File: src/hdl/qife_pkg.sv
`timescale 1ns / 1ps
`default_nettype none
// ---------------------------------------------------------------------------
// qife_pkg
// Shared widths, constants, result records and sample conversion for the
// quadrature instantaneous frequency estimator.
// ---------------------------------------------------------------------------
package qife_pkg;

  localparam int SAMPLE_WIDTH = 16;
  localparam int CORE_W       = 16;
  localparam int DIFF_W       = CORE_W + 1;
  localparam int SCALE_W      = 24;
  localparam int MAG_W        = 32;
  localparam int ACC_MAG_W    = MAG_W + 2;
  localparam int NUM_W        = 2 * CORE_W + 3;
  localparam int NMAG_W       = 2 * CORE_W + 1;
  localparam int PROD_W       = NMAG_W + SCALE_W;
  localparam int FREQ_W       = 32;
  localparam int ROOT_W       = MAG_W / 2;

  localparam int PROD_CYC   = CORE_W / 2;
  localparam int MUL_CYC    = SCALE_W / 2;
  localparam int DIV_CYC    = FREQ_W / 2;
  localparam int SQRT_CYC   = ROOT_W;
  localparam int PROD_CNT_W = $clog2(PROD_CYC);
  localparam int MUL_CNT_W  = $clog2(MUL_CYC);
  localparam int DIV_CNT_W  = $clog2(DIV_CYC);
  localparam int SQRT_CNT_W = $clog2(SQRT_CYC);

  localparam logic [SCALE_W-1:0] SCALE_RESET = SCALE_W'(898405);
  localparam int                 MAG_OFFSET  = 1024;
  localparam logic [FREQ_W-1:0]  FREQ_MAX    = {1'b0, {(FREQ_W-1){1'b1}}};
  localparam logic [FREQ_W-1:0]  FREQ_MIN    = {1'b1, {(FREQ_W-1){1'b0}}};

  typedef struct packed {
    logic [MAG_W-1:0]  mag2;
    logic              neg;
    logic [NMAG_W-1:0] nabs;
  } prod_res_t;

  typedef struct packed {
    logic [FREQ_W-1:0] quot;
    logic              ovf;
  } div_res_t;

  function automatic logic signed [CORE_W-1:0] to_core(input logic [SAMPLE_WIDTH-1:0] raw);
    logic [SAMPLE_WIDTH+CORE_W-1:0] ext;
    ext = {raw, {CORE_W{1'b0}}};
    return ext[SAMPLE_WIDTH+CORE_W-1 -: CORE_W];
  endfunction

endpackage
`default_nettype wire

File: src/hdl/qife_prod.sv
`timescale 1ns / 1ps
`default_nettype none
// ---------------------------------------------------------------------------
// qife_prod
// Serial shift-add products, two multiplier bits per cycle: squared
// magnitude of the middle sample and the cross-difference numerator.
// ---------------------------------------------------------------------------
module qife_prod (
  input  wire                                 clk_i,
  input  wire                                 rst_ni,
  input  wire                                 start_i,
  input  wire logic signed [qife_pkg::CORE_W-1:0] x1_i,
  input  wire logic signed [qife_pkg::CORE_W-1:0] y1_i,
  input  wire logic signed [qife_pkg::DIFF_W-1:0] dx_i,
  input  wire logic signed [qife_pkg::DIFF_W-1:0] dy_i,
  output logic                                done_o,
  output qife_pkg::prod_res_t                 res_o
);

  logic                                      busy_q, busy_d;
  logic                                      done_q, done_d;
  logic [qife_pkg::PROD_CNT_W-1:0]           cnt_q, cnt_d;
  logic [qife_pkg::CORE_W-1:0]               bx_q, bx_d, by_q, by_d;
  logic signed [qife_pkg::ACC_MAG_W-1:0]     mx_q, mx_d, my_q, my_d;
  logic signed [qife_pkg::NUM_W-1:0]         mdx_q, mdx_d, mdy_q, mdy_d;
  logic signed [qife_pkg::ACC_MAG_W-1:0]     accm_q, accm_d, wm;
  logic signed [qife_pkg::NUM_W-1:0]         accn_q, accn_d, wn, nneg;
  logic                                      last_cyc;

  assign last_cyc = (cnt_q == qife_pkg::PROD_CNT_W'(qife_pkg::PROD_CYC - 1));

  always_comb begin
    busy_d = busy_q;
    cnt_d  = cnt_q;
    done_d = busy_q && last_cyc;
    bx_d   = bx_q;
    by_d   = by_q;
    mx_d   = mx_q;
    my_d   = my_q;
    mdx_d  = mdx_q;
    mdy_d  = mdy_q;
    accm_d = accm_q;
    accn_d = accn_q;
    wm     = '0;
    wn     = '0;
    if (start_i) begin
      busy_d = 1'b1;
      cnt_d  = '0;
      bx_d   = x1_i;
      by_d   = y1_i;
      mx_d   = qife_pkg::ACC_MAG_W'(x1_i);
      my_d   = qife_pkg::ACC_MAG_W'(y1_i);
      mdx_d  = qife_pkg::NUM_W'(dx_i);
      mdy_d  = qife_pkg::NUM_W'(dy_i);
      accm_d = qife_pkg::ACC_MAG_W'(qife_pkg::MAG_OFFSET);
      accn_d = '0;
    end else if (busy_q) begin
      for (int k = 0; k < 2; k++) begin
        wm = (bx_d[0] ? mx_d : '0) + (by_d[0] ? my_d : '0);
        wn = (bx_d[0] ? mdy_d : '0) - (by_d[0] ? mdx_d : '0);
        if (last_cyc && (k == 1)) begin
          accm_d = accm_d - wm;
          accn_d = accn_d - wn;
        end else begin
          accm_d = accm_d + wm;
          accn_d = accn_d + wn;
        end
        mx_d  = mx_d <<< 1;
        my_d  = my_d <<< 1;
        mdx_d = mdx_d <<< 1;
        mdy_d = mdy_d <<< 1;
        bx_d  = bx_d >> 1;
        by_d  = by_d >> 1;
      end
      cnt_d = cnt_q + 1'b1;
      if (last_cyc) begin
        busy_d = 1'b0;
      end
    end
  end

  always_ff @(posedge clk_i or negedge rst_ni) begin
    if (!rst_ni) begin
      busy_q <= 1'b0;
      done_q <= 1'b0;
      cnt_q  <= '0;
    end else begin
      busy_q <= busy_d;
      done_q <= done_d;
      cnt_q  <= cnt_d;
    end
  end

  always_ff @(posedge clk_i) begin
    bx_q   <= bx_d;
    by_q   <= by_d;
    mx_q   <= mx_d;
    my_q   <= my_d;
    mdx_q  <= mdx_d;
    mdy_q  <= mdy_d;
    accm_q <= accm_d;
    accn_q <= accn_d;
  end

  assign nneg       = -accn_q;
  assign res_o.mag2 = accm_q[qife_pkg::MAG_W-1:0];
  assign res_o.neg  = accn_q[qife_pkg::NUM_W-1];
  assign res_o.nabs = accn_q[qife_pkg::NUM_W-1] ? nneg[qife_pkg::NMAG_W-1:0]
                                                : accn_q[qife_pkg::NMAG_W-1:0];
  assign done_o     = done_q;

endmodule
`default_nettype wire

File: src/hdl/qife_mul.sv
`timescale 1ns / 1ps
`default_nettype none
// ---------------------------------------------------------------------------
// qife_mul
// Serial unsigned multiply of the scale factor by the numerator magnitude,
// two scale bits per cycle, right-shifting product register.
// ---------------------------------------------------------------------------
module qife_mul (
  input  wire                                clk_i,
  input  wire                                rst_ni,
  input  wire                                start_i,
  input  wire logic [qife_pkg::SCALE_W-1:0]  scale_i,
  input  wire logic [qife_pkg::NMAG_W-1:0]   nabs_i,
  output logic                               done_o,
  output logic [qife_pkg::PROD_W-1:0]        prod_o
);

  localparam int PW = qife_pkg::NMAG_W + 1 + qife_pkg::SCALE_W;
  localparam int SW = qife_pkg::NMAG_W + 1;

  logic                           busy_q, busy_d;
  logic                           done_q, done_d;
  logic [qife_pkg::MUL_CNT_W-1:0] cnt_q, cnt_d;
  logic [PW-1:0]                  p_q, p_d;
  logic [qife_pkg::NMAG_W-1:0]    mc_q, mc_d;
  logic [SW-1:0]                  s;
  logic                           last_cyc;

  assign last_cyc = (cnt_q == qife_pkg::MUL_CNT_W'(qife_pkg::MUL_CYC - 1));

  always_comb begin
    busy_d = busy_q;
    cnt_d  = cnt_q;
    done_d = busy_q && last_cyc;
    p_d    = p_q;
    mc_d   = mc_q;
    s      = '0;
    if (start_i) begin
      busy_d = 1'b1;
      cnt_d  = '0;
      p_d    = {{SW{1'b0}}, scale_i};
      mc_d   = nabs_i;
    end else if (busy_q) begin
      for (int k = 0; k < 2; k++) begin
        s   = p_d[PW-1:qife_pkg::SCALE_W] + (p_d[0] ? {1'b0, mc_q} : {SW{1'b0}});
        p_d = {1'b0, s, p_d[qife_pkg::SCALE_W-1:1]};
      end
      cnt_d = cnt_q + 1'b1;
      if (last_cyc) begin
        busy_d = 1'b0;
      end
    end
  end

  always_ff @(posedge clk_i or negedge rst_ni) begin
    if (!rst_ni) begin
      busy_q <= 1'b0;
      done_q <= 1'b0;
      cnt_q  <= '0;
    end else begin
      busy_q <= busy_d;
      done_q <= done_d;
      cnt_q  <= cnt_d;
    end
  end

  always_ff @(posedge clk_i) begin
    p_q  <= p_d;
    mc_q <= mc_d;
  end

  assign prod_o = p_q[qife_pkg::PROD_W-1:0];
  assign done_o = done_q;

endmodule
`default_nettype wire

File: src/hdl/qife_div.sv
`timescale 1ns / 1ps
`default_nettype none
// ---------------------------------------------------------------------------
// qife_div
// Restoring divide of the scaled numerator by the squared magnitude, two
// quotient bits per cycle, with an up-front overflow check.
// ---------------------------------------------------------------------------
module qife_div (
  input  wire                               clk_i,
  input  wire                               rst_ni,
  input  wire                               start_i,
  input  wire logic [qife_pkg::PROD_W-1:0]  dividend_i,
  input  wire logic [qife_pkg::MAG_W-1:0]   divisor_i,
  output logic                              done_o,
  output qife_pkg::div_res_t                res_o
);

  localparam int RW = qife_pkg::MAG_W + 1;
  localparam int QW = qife_pkg::FREQ_W;

  logic                           busy_q, busy_d;
  logic                           done_q, done_d;
  logic [qife_pkg::DIV_CNT_W-1:0] cnt_q, cnt_d;
  logic [RW-1:0]                  r_q, r_d, t;
  logic [QW-1:0]                  z_q, z_d;
  logic [qife_pkg::MAG_W-1:0]     d_q, d_d;
  logic                           ovf_q, ovf_d;
  logic                           qb;
  logic                           last_cyc;

  assign last_cyc = (cnt_q == qife_pkg::DIV_CNT_W'(qife_pkg::DIV_CYC - 1));

  always_comb begin
    busy_d = busy_q;
    cnt_d  = cnt_q;
    done_d = busy_q && last_cyc;
    r_d    = r_q;
    z_d    = z_q;
    d_d    = d_q;
    ovf_d  = ovf_q;
    t      = '0;
    qb     = 1'b0;
    if (start_i) begin
      busy_d = 1'b1;
      cnt_d  = '0;
      d_d    = divisor_i;
      ovf_d  = (RW'(dividend_i[qife_pkg::PROD_W-1:QW]) >= RW'(divisor_i));
      r_d    = RW'(dividend_i[qife_pkg::PROD_W-1:QW]);
      z_d    = dividend_i[QW-1:0];
    end else if (busy_q) begin
      for (int k = 0; k < 2; k++) begin
        t  = {r_d[RW-2:0], z_d[QW-1]};
        qb = (t >= {1'b0, d_q});
        if (qb) begin
          t = t - {1'b0, d_q};
        end
        r_d = t;
        z_d = {z_d[QW-2:0], qb};
      end
      cnt_d = cnt_q + 1'b1;
      if (last_cyc) begin
        busy_d = 1'b0;
      end
    end
  end

  always_ff @(posedge clk_i or negedge rst_ni) begin
    if (!rst_ni) begin
      busy_q <= 1'b0;
      done_q <= 1'b0;
      cnt_q  <= '0;
    end else begin
      busy_q <= busy_d;
      done_q <= done_d;
      cnt_q  <= cnt_d;
    end
  end

  always_ff @(posedge clk_i) begin
    r_q   <= r_d;
    z_q   <= z_d;
    d_q   <= d_d;
    ovf_q <= ovf_d;
  end

  assign res_o.quot = z_q;
  assign res_o.ovf  = ovf_q;
  assign done_o     = done_q;

endmodule
`default_nettype wire

File: src/hdl/qife_isqrt.sv
`timescale 1ns / 1ps
`default_nettype none
// ---------------------------------------------------------------------------
// qife_isqrt
// Digit-by-digit floor square root of the squared magnitude, one root bit
// per cycle.
// ---------------------------------------------------------------------------
module qife_isqrt (
  input  wire                              clk_i,
  input  wire                              rst_ni,
  input  wire                              start_i,
  input  wire logic [qife_pkg::MAG_W-1:0]  value_i,
  output logic                             busy_o,
  output logic                             done_o,
  output logic [qife_pkg::ROOT_W-1:0]      root_o
);

  localparam int REM_W = qife_pkg::ROOT_W + 1;
  localparam int T_W   = qife_pkg::ROOT_W + 3;

  logic                            busy_q, busy_d;
  logic                            done_q, done_d;
  logic [qife_pkg::SQRT_CNT_W-1:0] cnt_q, cnt_d;
  logic [qife_pkg::MAG_W-1:0]      v_q, v_d;
  logic [REM_W-1:0]                rem_q, rem_d;
  logic [qife_pkg::ROOT_W-1:0]     root_q, root_d;
  logic [T_W-1:0]                  t, trial;
  logic                            last_cyc;

  assign last_cyc = (cnt_q == qife_pkg::SQRT_CNT_W'(qife_pkg::SQRT_CYC - 1));
  assign t        = {rem_q, v_q[qife_pkg::MAG_W-1 -: 2]};
  assign trial    = {1'b0, root_q, 2'b01};

  always_comb begin
    busy_d = busy_q;
    cnt_d  = cnt_q;
    done_d = busy_q && last_cyc;
    v_d    = v_q;
    rem_d  = rem_q;
    root_d = root_q;
    if (start_i) begin
      busy_d = 1'b1;
      cnt_d  = '0;
      v_d    = value_i;
      rem_d  = '0;
      root_d = '0;
    end else if (busy_q) begin
      v_d = v_q << 2;
      if (t >= trial) begin
        rem_d  = REM_W'(t - trial);
        root_d = {root_q[qife_pkg::ROOT_W-2:0], 1'b1};
      end else begin
        rem_d  = t[REM_W-1:0];
        root_d = {root_q[qife_pkg::ROOT_W-2:0], 1'b0};
      end
      cnt_d = cnt_q + 1'b1;
      if (last_cyc) begin
        busy_d = 1'b0;
      end
    end
  end

  always_ff @(posedge clk_i or negedge rst_ni) begin
    if (!rst_ni) begin
      busy_q <= 1'b0;
      done_q <= 1'b0;
      cnt_q  <= '0;
    end else begin
      busy_q <= busy_d;
      done_q <= done_d;
      cnt_q  <= cnt_d;
    end
  end

  always_ff @(posedge clk_i) begin
    v_q    <= v_d;
    rem_q  <= rem_d;
    root_q <= root_d;
  end

  assign busy_o = busy_q;
  assign done_o = done_q;
  assign root_o = root_q;

endmodule
`default_nettype wire

File: src/hdl/quadrature_inst_freq_estimator_top.sv
`timescale 1ns / 1ps
`default_nettype none
// ---------------------------------------------------------------------------
// quadrature_inst_freq_estimator_top
// Derivative FM discriminator: instantaneous frequency, squared magnitude
// and magnitude from successive I/Q sample requests.
//
//   channel  direction  handshake               payload
//   in       sink       in_valid_i / in_stall_o  x_sample_i, y_sample_i
//   out      source     out_valid_o / out_stall_i
//                                   inst_freq_o, magnitude_squared_o, magnitude_o
//   cfg      sink       cfg_we_i                 cfg_wdata_i (scale factor)
//
// Each request passes through a load, 2-bit shift-add products, a handoff,
// the scale multiply, a handoff and the 2-bit restoring divide, then finishes
// and loads the output register. The square root runs beside the multiply
// and divide. A new request is accepted only once the last result is loaded.
// Reset clears the delay line and sets the scale factor to 44100 Hz.
// A stalled result holds in the output register; the next request is
// accepted meanwhile and waits only at the final load.
// ---------------------------------------------------------------------------
module quadrature_inst_freq_estimator_top (
  input  wire                                     clk_i,
  input  wire                                     rst_ni,
  input  wire                                     in_valid_i,
  output logic                                    in_stall_o,
  input  wire logic signed [qife_pkg::SAMPLE_WIDTH-1:0] x_sample_i,
  input  wire logic signed [qife_pkg::SAMPLE_WIDTH-1:0] y_sample_i,
  output logic                                    out_valid_o,
  input  wire                                     out_stall_i,
  output logic signed [qife_pkg::FREQ_W-1:0]      inst_freq_o,
  output logic [qife_pkg::MAG_W-1:0]              magnitude_squared_o,
  output logic [qife_pkg::ROOT_W-1:0]             magnitude_o,
  input  wire                                     cfg_we_i,
  input  wire logic [qife_pkg::SCALE_W-1:0]       cfg_wdata_i
);

  localparam logic [1:0] ST_IDLE = 2'd0;
  localparam logic [1:0] ST_RUN  = 2'd1;
  localparam logic [1:0] ST_FIN  = 2'd2;

  logic [1:0]                           state_q, state_d;
  logic [qife_pkg::SCALE_W-1:0]         scale_q;
  logic signed [qife_pkg::CORE_W-1:0]   x1_q, x2_q, y1_q, y2_q, x0, y0;
  logic signed [qife_pkg::DIFF_W-1:0]   dx, dy;
  logic                                 in_accept, out_load;
  logic                                 out_valid_q, out_valid_d;
  logic signed [qife_pkg::FREQ_W-1:0]   freq_q, freq_d;
  logic [qife_pkg::MAG_W-1:0]           mag2_q;
  logic [qife_pkg::ROOT_W-1:0]          mag_q;

  logic                                 prod_done, mul_done, div_done;
  logic                                 sqrt_done, sqrt_busy;
  qife_pkg::prod_res_t                  prod_res;
  qife_pkg::div_res_t                   div_res;
  logic [qife_pkg::PROD_W-1:0]          scaled;
  logic [qife_pkg::ROOT_W-1:0]          root;

  assign in_stall_o = (state_q != ST_IDLE);
  assign in_accept  = in_valid_i && !in_stall_o;
  assign out_load   = (state_q == ST_FIN) && (!out_valid_q || !out_stall_i);

  assign x0 = qife_pkg::to_core(x_sample_i);
  assign y0 = qife_pkg::to_core(y_sample_i);
  assign dx = qife_pkg::DIFF_W'(x0) - qife_pkg::DIFF_W'(x2_q);
  assign dy = qife_pkg::DIFF_W'(y0) - qife_pkg::DIFF_W'(y2_q);

  qife_prod u_prod (
    .clk_i   (clk_i),
    .rst_ni  (rst_ni),
    .start_i (in_accept),
    .x1_i    (x1_q),
    .y1_i    (y1_q),
    .dx_i    (dx),
    .dy_i    (dy),
    .done_o  (prod_done),
    .res_o   (prod_res)
  );

  qife_mul u_mul (
    .clk_i   (clk_i),
    .rst_ni  (rst_ni),
    .start_i (prod_done),
    .scale_i (scale_q),
    .nabs_i  (prod_res.nabs),
    .done_o  (mul_done),
    .prod_o  (scaled)
  );

  qife_div u_div (
    .clk_i      (clk_i),
    .rst_ni     (rst_ni),
    .start_i    (mul_done),
    .dividend_i (scaled),
    .divisor_i  (prod_res.mag2),
    .done_o     (div_done),
    .res_o      (div_res)
  );

  qife_isqrt u_isqrt (
    .clk_i   (clk_i),
    .rst_ni  (rst_ni),
    .start_i (prod_done),
    .value_i (prod_res.mag2),
    .busy_o  (sqrt_busy),
    .done_o  (sqrt_done),
    .root_o  (root)
  );

  always_comb begin
    state_d = state_q;
    unique case (state_q)
      ST_IDLE: if (in_accept) state_d = ST_RUN;
      ST_RUN:  if (div_done)  state_d = ST_FIN;
      ST_FIN:  if (out_load)  state_d = ST_IDLE;
      default: state_d = ST_IDLE;
    endcase
  end

  always_comb begin
    if (prod_res.neg) begin
      if (div_res.ovf || (div_res.quot > qife_pkg::FREQ_MIN)) begin
        freq_d = qife_pkg::FREQ_MIN;
      end else begin
        freq_d = -div_res.quot;
      end
    end else begin
      if (div_res.ovf || div_res.quot[qife_pkg::FREQ_W-1]) begin
        freq_d = qife_pkg::FREQ_MAX;
      end else begin
        freq_d = div_res.quot;
      end
    end
  end

  always_comb begin
    out_valid_d = out_valid_q;
    if (out_load) begin
      out_valid_d = 1'b1;
    end else if (out_valid_q && !out_stall_i) begin
      out_valid_d = 1'b0;
    end
  end

  always_ff @(posedge clk_i or negedge rst_ni) begin
    if (!rst_ni) begin
      state_q     <= ST_IDLE;
      out_valid_q <= 1'b0;
      scale_q     <= qife_pkg::SCALE_RESET;
      x1_q        <= '0;
      x2_q        <= '0;
      y1_q        <= '0;
      y2_q        <= '0;
    end else begin
      state_q     <= state_d;
      out_valid_q <= out_valid_d;
      if (cfg_we_i) begin
        scale_q <= cfg_wdata_i;
      end
      if (in_accept) begin
        x2_q <= x1_q;
        x1_q <= x0;
        y2_q <= y1_q;
        y1_q <= y0;
      end
    end
  end

  always_ff @(posedge clk_i) begin
    if (out_load) begin
      freq_q <= freq_d;
      mag2_q <= prod_res.mag2;
      mag_q  <= root;
    end
  end

  assign out_valid_o         = out_valid_q;
  assign inst_freq_o         = freq_q;
  assign magnitude_squared_o = mag2_q;
  assign magnitude_o         = mag_q;

  a_sqrt_ready: assert property (@(posedge clk_i) disable iff (!rst_ni)
    div_done |-> !sqrt_busy && !sqrt_done)
    else $error("square root still running at divide completion");

  a_prod_in_run: assert property (@(posedge clk_i) disable iff (!rst_ni)
    prod_done |-> state_q == ST_RUN)
    else $error("product completion outside a running request");

  a_load_from_fin: assert property (@(posedge clk_i) disable iff (!rst_ni)
    $rose(out_valid_o) |-> $past(state_q) == ST_FIN)
    else $error("result loaded without a finished request");

  a_root_floor: assert property (@(posedge clk_i) disable iff (!rst_ni)
    out_valid_o |-> ((33'(magnitude_o) * 33'(magnitude_o) <= 33'(magnitude_squared_o)) &&
                     ((33'(magnitude_o) + 33'd1) * (33'(magnitude_o) + 33'd1) >
                      33'(magnitude_squared_o))))
    else $error("magnitude is not the floor root of magnitude squared");

endmodule
`default_nettype wire

File: config.mk
export PLATFORM = sky130hd
export DESIGN_NAME = quadrature_inst_freq_estimator_top
export DESIGN_NICKNAME = d
export VERILOG_FILES = /design/src/hdl/qife_pkg.sv /design/src/hdl/qife_prod.sv /design/src/hdl/qife_mul.sv /design/src/hdl/qife_div.sv /design/src/hdl/qife_isqrt.sv /design/src/hdl/quadrature_inst_freq_estimator_top.sv
export SDC_FILE = /design/constraint.sdc
export NUM_CORES = 2
export LEC_CHECK = 0
export ABC_CLOCK_PERIOD_IN_PS = 7100
export BUFFER_PORTS_ARGS = -buffer_cell sky130_fd_sc_hd__buf_4
export CORE_MARGIN = 5
export CORE_UTILIZATION = 35
export DETAILED_ROUTE_END_ITERATION = 6
export GPL_TIMING_DRIVEN = 0
export PLACE_DENSITY = 0.54
export SLEW_MARGIN = 25
export SYNTH_ARGS = -nofsm -noshare
export SYNTH_HDL_FRONTEND = slang
export SYNTH_SLANG_ARGS = --single-unit
File: constraint.sdc
create_clock -name clk_i -period 7.1 [get_ports clk_i]
set_clock_uncertainty 0.15 [all_clocks]
set_input_delay 1.42 -clock clk_i [delete_from_list [all_inputs] [get_ports clk_i]]
set_output_delay 1.42 -clock clk_i [all_outputs]
set_load 0.05 [all_outputs]
After elaboration in Yosys (flattened, before gate mapping) --
Index checks and enable logic that the tools add are counted.
Storage, ports and cells: output and inout bits 82, bits in registers 684, word-level logic and storage cells 169
Cells by class: reduce and logical (&&, ||, !) cells 20, add/sub/neg operators 23, mux-type cells 72, $lt $le $gt $ge 5, eq/ne operators 9
Operators by type and width (count):
- 35-bit two-way mux | 11
- 34-bit two-way mux | 11
- 32-bit two-way mux | 11
- 34-bit adder | 4
- 35-bit subtractor | 3
- 33-bit two-way mux | 3
- 35-bit adder | 2
- 33-bit by 33-bit adder with 34-bit output | 2
- 33-bit by 32-bit greater-or-equal comparator with 1-bit output | 2
- 16-bit two-way mux | 4
- 32-bit subtractor | 2
- 25-bit two-way mux | 2
- 24-bit two-way mux | 2
- 16-bit by 16-bit subtractor with 17-bit output | 2
- 34-bit subtractor | 1
- 33-bit negation | 1
- 25-bit by 32-bit greater-or-equal comparator with 1-bit output | 1
- 32-bit greater-than comparator (second input constant) | 1
- 32-bit negation | 1
- 4-bit two-way mux | 6
- 19-bit by 18-bit greater-or-equal comparator with 1-bit output | 1
- 17-bit two-way mux | 1
- 17-bit subtractor | 1
- 1-bit two-way mux | 15
- other kinds (17) | 39

Logic depth before layout (Yosys ltp) --
word-level depth 8, gate-level depth with buffers 33, depth with buffers taken out 31

By module --
Synthesis repeated with hierarchy kept, for this count alone.
Second synthesis, totals: cells, all modules 5760, area total of the unflattened synthesis 53077.2 um^2
By module, submodules not included:
- qife_prod | area an instance 24232.0 um^2, cells an instance 2896, times used 1, sequential area each 6451.2 um^2
- qife_div | area an instance 8647.0 um^2, cells an instance 918, times used 1, sequential area each 2992.9 um^2
- quadrature_inst_freq_estimator_top | area an instance 8453.1 um^2, cells an instance 739, times used 1, sequential area each 4694.5 um^2
- qife_mul | area an instance 7634.8 um^2, cells an instance 823, times used 1, sequential area each 2522.4 um^2
- qife_isqrt | area an instance 4110.2 um^2, cells an instance 384, times used 1, sequential area each 1771.7 um^2

Worst setup path after synthesis --
No wires, ideal clock.
path kind register -> register, start point register u_prod.by_q[0] (netlist name), end point register u_prod.accm_q[31] (netlist name), required time 6818 ps, buffers on the path 2, cell stages (with the launch flop) 32, arrival time 6515 ps, setup slack 303 ps, period minus slack after synthesis 6797 ps, cell sequence edfxtp_1 > clkbuf_1 > clkbuf_1 > nand2_1 > fa_1 > inv_1 > ha_1 > a21o_1 > a21oi_1 > o21a_1 > o21ai_0 > a31o_2 > a21o_1 > a21oi_1 > nor2_1 > o21ai_0 > nand2b_1 > and4_1 > a2111oi_0 > xnor2_1 > ha_1 > inv_1 > nand3_1 > or3_1 > a221o_1 > or3_1 > a41o_1 > o41ai_1 > xnor2_1 > xnor2_1 > xnor2_1 > a21oi_1
On the way: cells in the longest elaborated chain, start to end 7, elaborated cells between the ends (all ways) 8
RTL lines:
- start, declared | RTL line qife_prod.sv:23 | logic [qife_pkg::CORE_W-1:0] bx_q, bx_d, by_q, by_d;
- start signal, assigned | RTL line qife_prod.sv:96 | by_q <= by_d;
- 34-bit two-way mux * | RTL line qife_prod.sv:59 | wm = (bx_d[0] ? mx_d : '0) + (by_d[0] ? my_d : '0);
- 34-bit adder * | RTL line qife_prod.sv:59
- 34-bit adder * | RTL line qife_prod.sv:65 | accm_d = accm_d + wm;
- 34-bit two-way mux * | RTL line qife_prod.sv:57 | end else if (busy_q) begin
- 34-bit two-way mux * | RTL line qife_prod.sv:46 | if (start_i) begin
- 34-bit adder / 34-bit subtractor (equally long branches) | RTL line qife_prod.sv:65, qife_prod.sv:62
- 34-bit two-way mux * | RTL line qife_prod.sv:61 | if (last_cyc && (k == 1)) begin
- end signal, assigned | RTL line qife_prod.sv:101 | accm_q <= accm_d;
- end, declared | RTL line qife_prod.sv:26 | logic signed [qife_pkg::ACC_MAG_W-1:0] accm_q, accm_d, wm;
Every way passes the cells marked *; elsewhere a longest branch is shown, timed or not. The select of a mux whose other input is x is not followed. A chain may end at the register's enable or synchronous reset.

Worst setup path after layout --
Same ends and word-level chain as after synthesis.

==> reports/results.ini <==
[drt]
viasPerCell=5.21
drtIter0Drc=2823
wl_per_cell_um=20.6
wirelength_um=161000
vias=40696
drt.antenna.violating_nets=0
drc=0
drt_first_pass_iters=6

[placement]
numPortBuffers=141
gp_congestion=0.931
dp_cells=7609
dpl.hpwl_um=127000
dp_worst_setup_slack_ns=-1.77

[synthesis]
synth-edff-count=425
synth_seq_area_share_pct=36.6
synth_cell_type_count=89
synth_seq_cells=678
ys.flop_type=edfxtp_1
postSynthCellCount=5556
async_reset_ff_share_pct=16.7
synth_nets=6098
syn_area_um2=50300
synth.avg_cell_area_um2=9.05
yosysWarningCount=0

[final_layout]
multi_input_area_um2=29900
final_common_cell=nand2_1
final.fill_count=14324
nets=6373
drive_above_1_share_pct=10.7
final_core_util_pct=40.4
final-instance-count-excl-fill=7805
ff_latch_area_um2=18400
layout_common_cells=nand2_1 (715), edfxtp_1 (425), inv_1 (415), ha_1 (402), nor2_1 (389)
area_growth_syn_to_layout_pct=15.0

[critical_path]
slowest_delay_ns=0.50
crit_required_ns=7.51
worstReg2RegEnd=u_prod.accm_q[31]
critPathCaptureType=flop
critPathSlowestCell=fa_1
r2r-start=u_prod.by_q[0]
cp.arrival_ns=7.28
r2r_cells=32
startpoint_type=flop
critPathMaxFanout=10
critPathKind=flop to flop
path_common_cell=xnor2_1
r2r_slack_ns=0.23

[timing]
relSlewSlack_pct=24.4
layout_min_cycle_time_ns=6.87
rsz0062_at_grt=true
tightest_slew_ns=1.13
maxSlewViolCount=0
fin_crit_sh_pct=96.8
setup_ws_ns=0.229
final-hold-violation-count=0
fmax_ghz=0.146
setup_viol=0

[clock_network]
insertion_delay_ns=0.71
holdBufCountCts=0
cts.sinks=678
cts_buffers=82
clockBufferDepth=3
path_clk_slew_ns=0.06
clockRootBuffer=clkbuf_16
htreeDepth=3
cts_tree=built

[die]
initial_core_util_pct=35.1
rows=139
die_x_um=389
dieArea_um2=151000
ios=143
core_um2=143000
dieHeight_um=389

[worst_hold_path]
hold_end=y1_q[13]
min_from=y1_q[13]
hp-class=flop to flop
hold_path_depth=2

[run]
max-cap-violations=0

[global_routing]
grt_pass1_vias=40090
gr-total-overflow=0
antenna_found_initial=7
grt_max_degree=87
grt_usage_pct=20.6
grt_pass1_wl_um=242000

[run_status]
status=completed

sequential cells by signal, summed over array words and instances (netlist names), 32 cells and up:
register	flops
inst_freq_o	32
magnitude_squared_o	32
u_div.d_q	32
u_div.r_q	32
u_div.z_q	32
u_isqrt.v_q	32
u_mul.mc_q	33
u_mul.p_q	57
u_prod.accm_q	32
u_prod.accn_q	35
u_prod.mdx_q	35
u_prod.mdy_q	35
u_prod.mx_q	32
u_prod.my_q	32
metrics by stage:
stage / hold WS, ns / area [µm²] / TNS (ns)
final: 0.324 / 57800 / 0
after global routing: 0.345 / 57800 / -0.0405
after CTS: 0.327 / 57300 / 0
after detailed placement: 0.312 / 54000 / -71.16
after global placement: 0.306 / 53700 / -472.46
after floorplan: 0.279 / 50300 / 0
synthesized netlist by cell type, types with 41 or more instances:
cell type | count | share of area, %
dfxtp_1 | 140 | 5.6
mux2i_1 | 99 | 2.0
nor2_1 | 394 | 2.9
mux2_2 | 113 | 2.5
fa_1 | 74 | 2.9
o21a_1 | 53 | 0.79
xor2_1 | 126 | 2.2
ha_1 | 407 | 10
o21bai_1 | 49 | 0.73
nand2b_1 | 41 | 0.51
nor3_1 | 87 | 0.87
edfxtp_1 | 425 | 25
dfrtp_1 | 101 | 5.0
o21ai_0 | 276 | 2.7
and3_1 | 43 | 0.53
nor2b_1 | 64 | 0.80
xnor2_1 | 281 | 4.9
nand2_1 | 716 | 5.3
nand3_1 | 74 | 0.74
a21oi_1 | 382 | 3.8
a31oi_1 | 42 | 0.52
clkbuf_1 | 178 | 1.3
a211oi_1 | 56 | 0.84
or3_1 | 48 | 0.60
and2_1 | 221 | 2.7
a21o_1 | 221 | 3.3
inv_1 | 420 | 3.1
worst max path at each step:
stage,startpoint,to,depth (start not counted)
floorplan,u_prod.by_q[0],u_prod.accm_q[31],31
global placement,u_prod.by_q[1],u_prod.accm_q[31],26
detailed placement,u_prod.by_q[0],u_prod.accm_q[31],31
CTS,u_prod.by_q[1],u_prod.accm_q[31],28
global route,u_prod.by_q[1],u_prod.accn_q[34],30
finish,u_prod.by_q[0],u_prod.accm_q[31],32
layout make-up:
class | count | share of cell area (%)
Multi-Input combinational cell | 4248 | 51.8
Sequential cell | 678 | 31.8
Tap cell | 1903 | 4.12
Clock buffer | 119 | 4.07
Timing Repair Buffer | 194 | 2.89
Inverter | 421 | 2.75
Buffer | 206 | 1.81
Clock inverter | 35 | 0.779
Antenna cell | 1 | 0.00433
critical path, delay by kind of cell, from the launching register on:
family	cells	cell delay, ns
flip-flops	1	0.34
AO/OA/AOI/OAI	13	2.72
XOR/XNOR	4	0.59
adder cells (fa/ha/maj)	3	0.99
AND/OR/NAND/NOR	7	1.32
buffers and inverters	5	0.60
layer usage:
layer	global-route usage [%]	vias up	part of all wire [%]
met5	0	-	0.0075
met4	5.94	2	3.3
met3	2.42	220	4.6
met2	34.3	927	46
met1	28.2	19434	46
li1	-	20113	-
cells by family (layout without fill, tap and decap cells):
group | count (synthesis) | count (layout) | share of synthesized area (%)
compound gates | 1334 | 1334 | 17.0
buf+inv | 630 | 975 | 4.88
mux | 212 | 212 | 4.50
other cells | 0 | 1 | 0
flops | 678 | 678 | 36.6
fa+ha+maj | 481 | 481 | 13.1
xor+xnor | 407 | 407 | 7.09
simple gates | 1814 | 1814 | 16.9
repair_timing:
action	4_1_cts	5_1_grt
gates resized for setup	85	90
buffers inserted	15	28
pin swaps	8	25
gates cloned	0	1
endpoints found under the setup margin	68	46
Power is left out: the tool's default activity adds up to more than one toggle a clock period on the data nets, which glitch-free logic cannot reach.
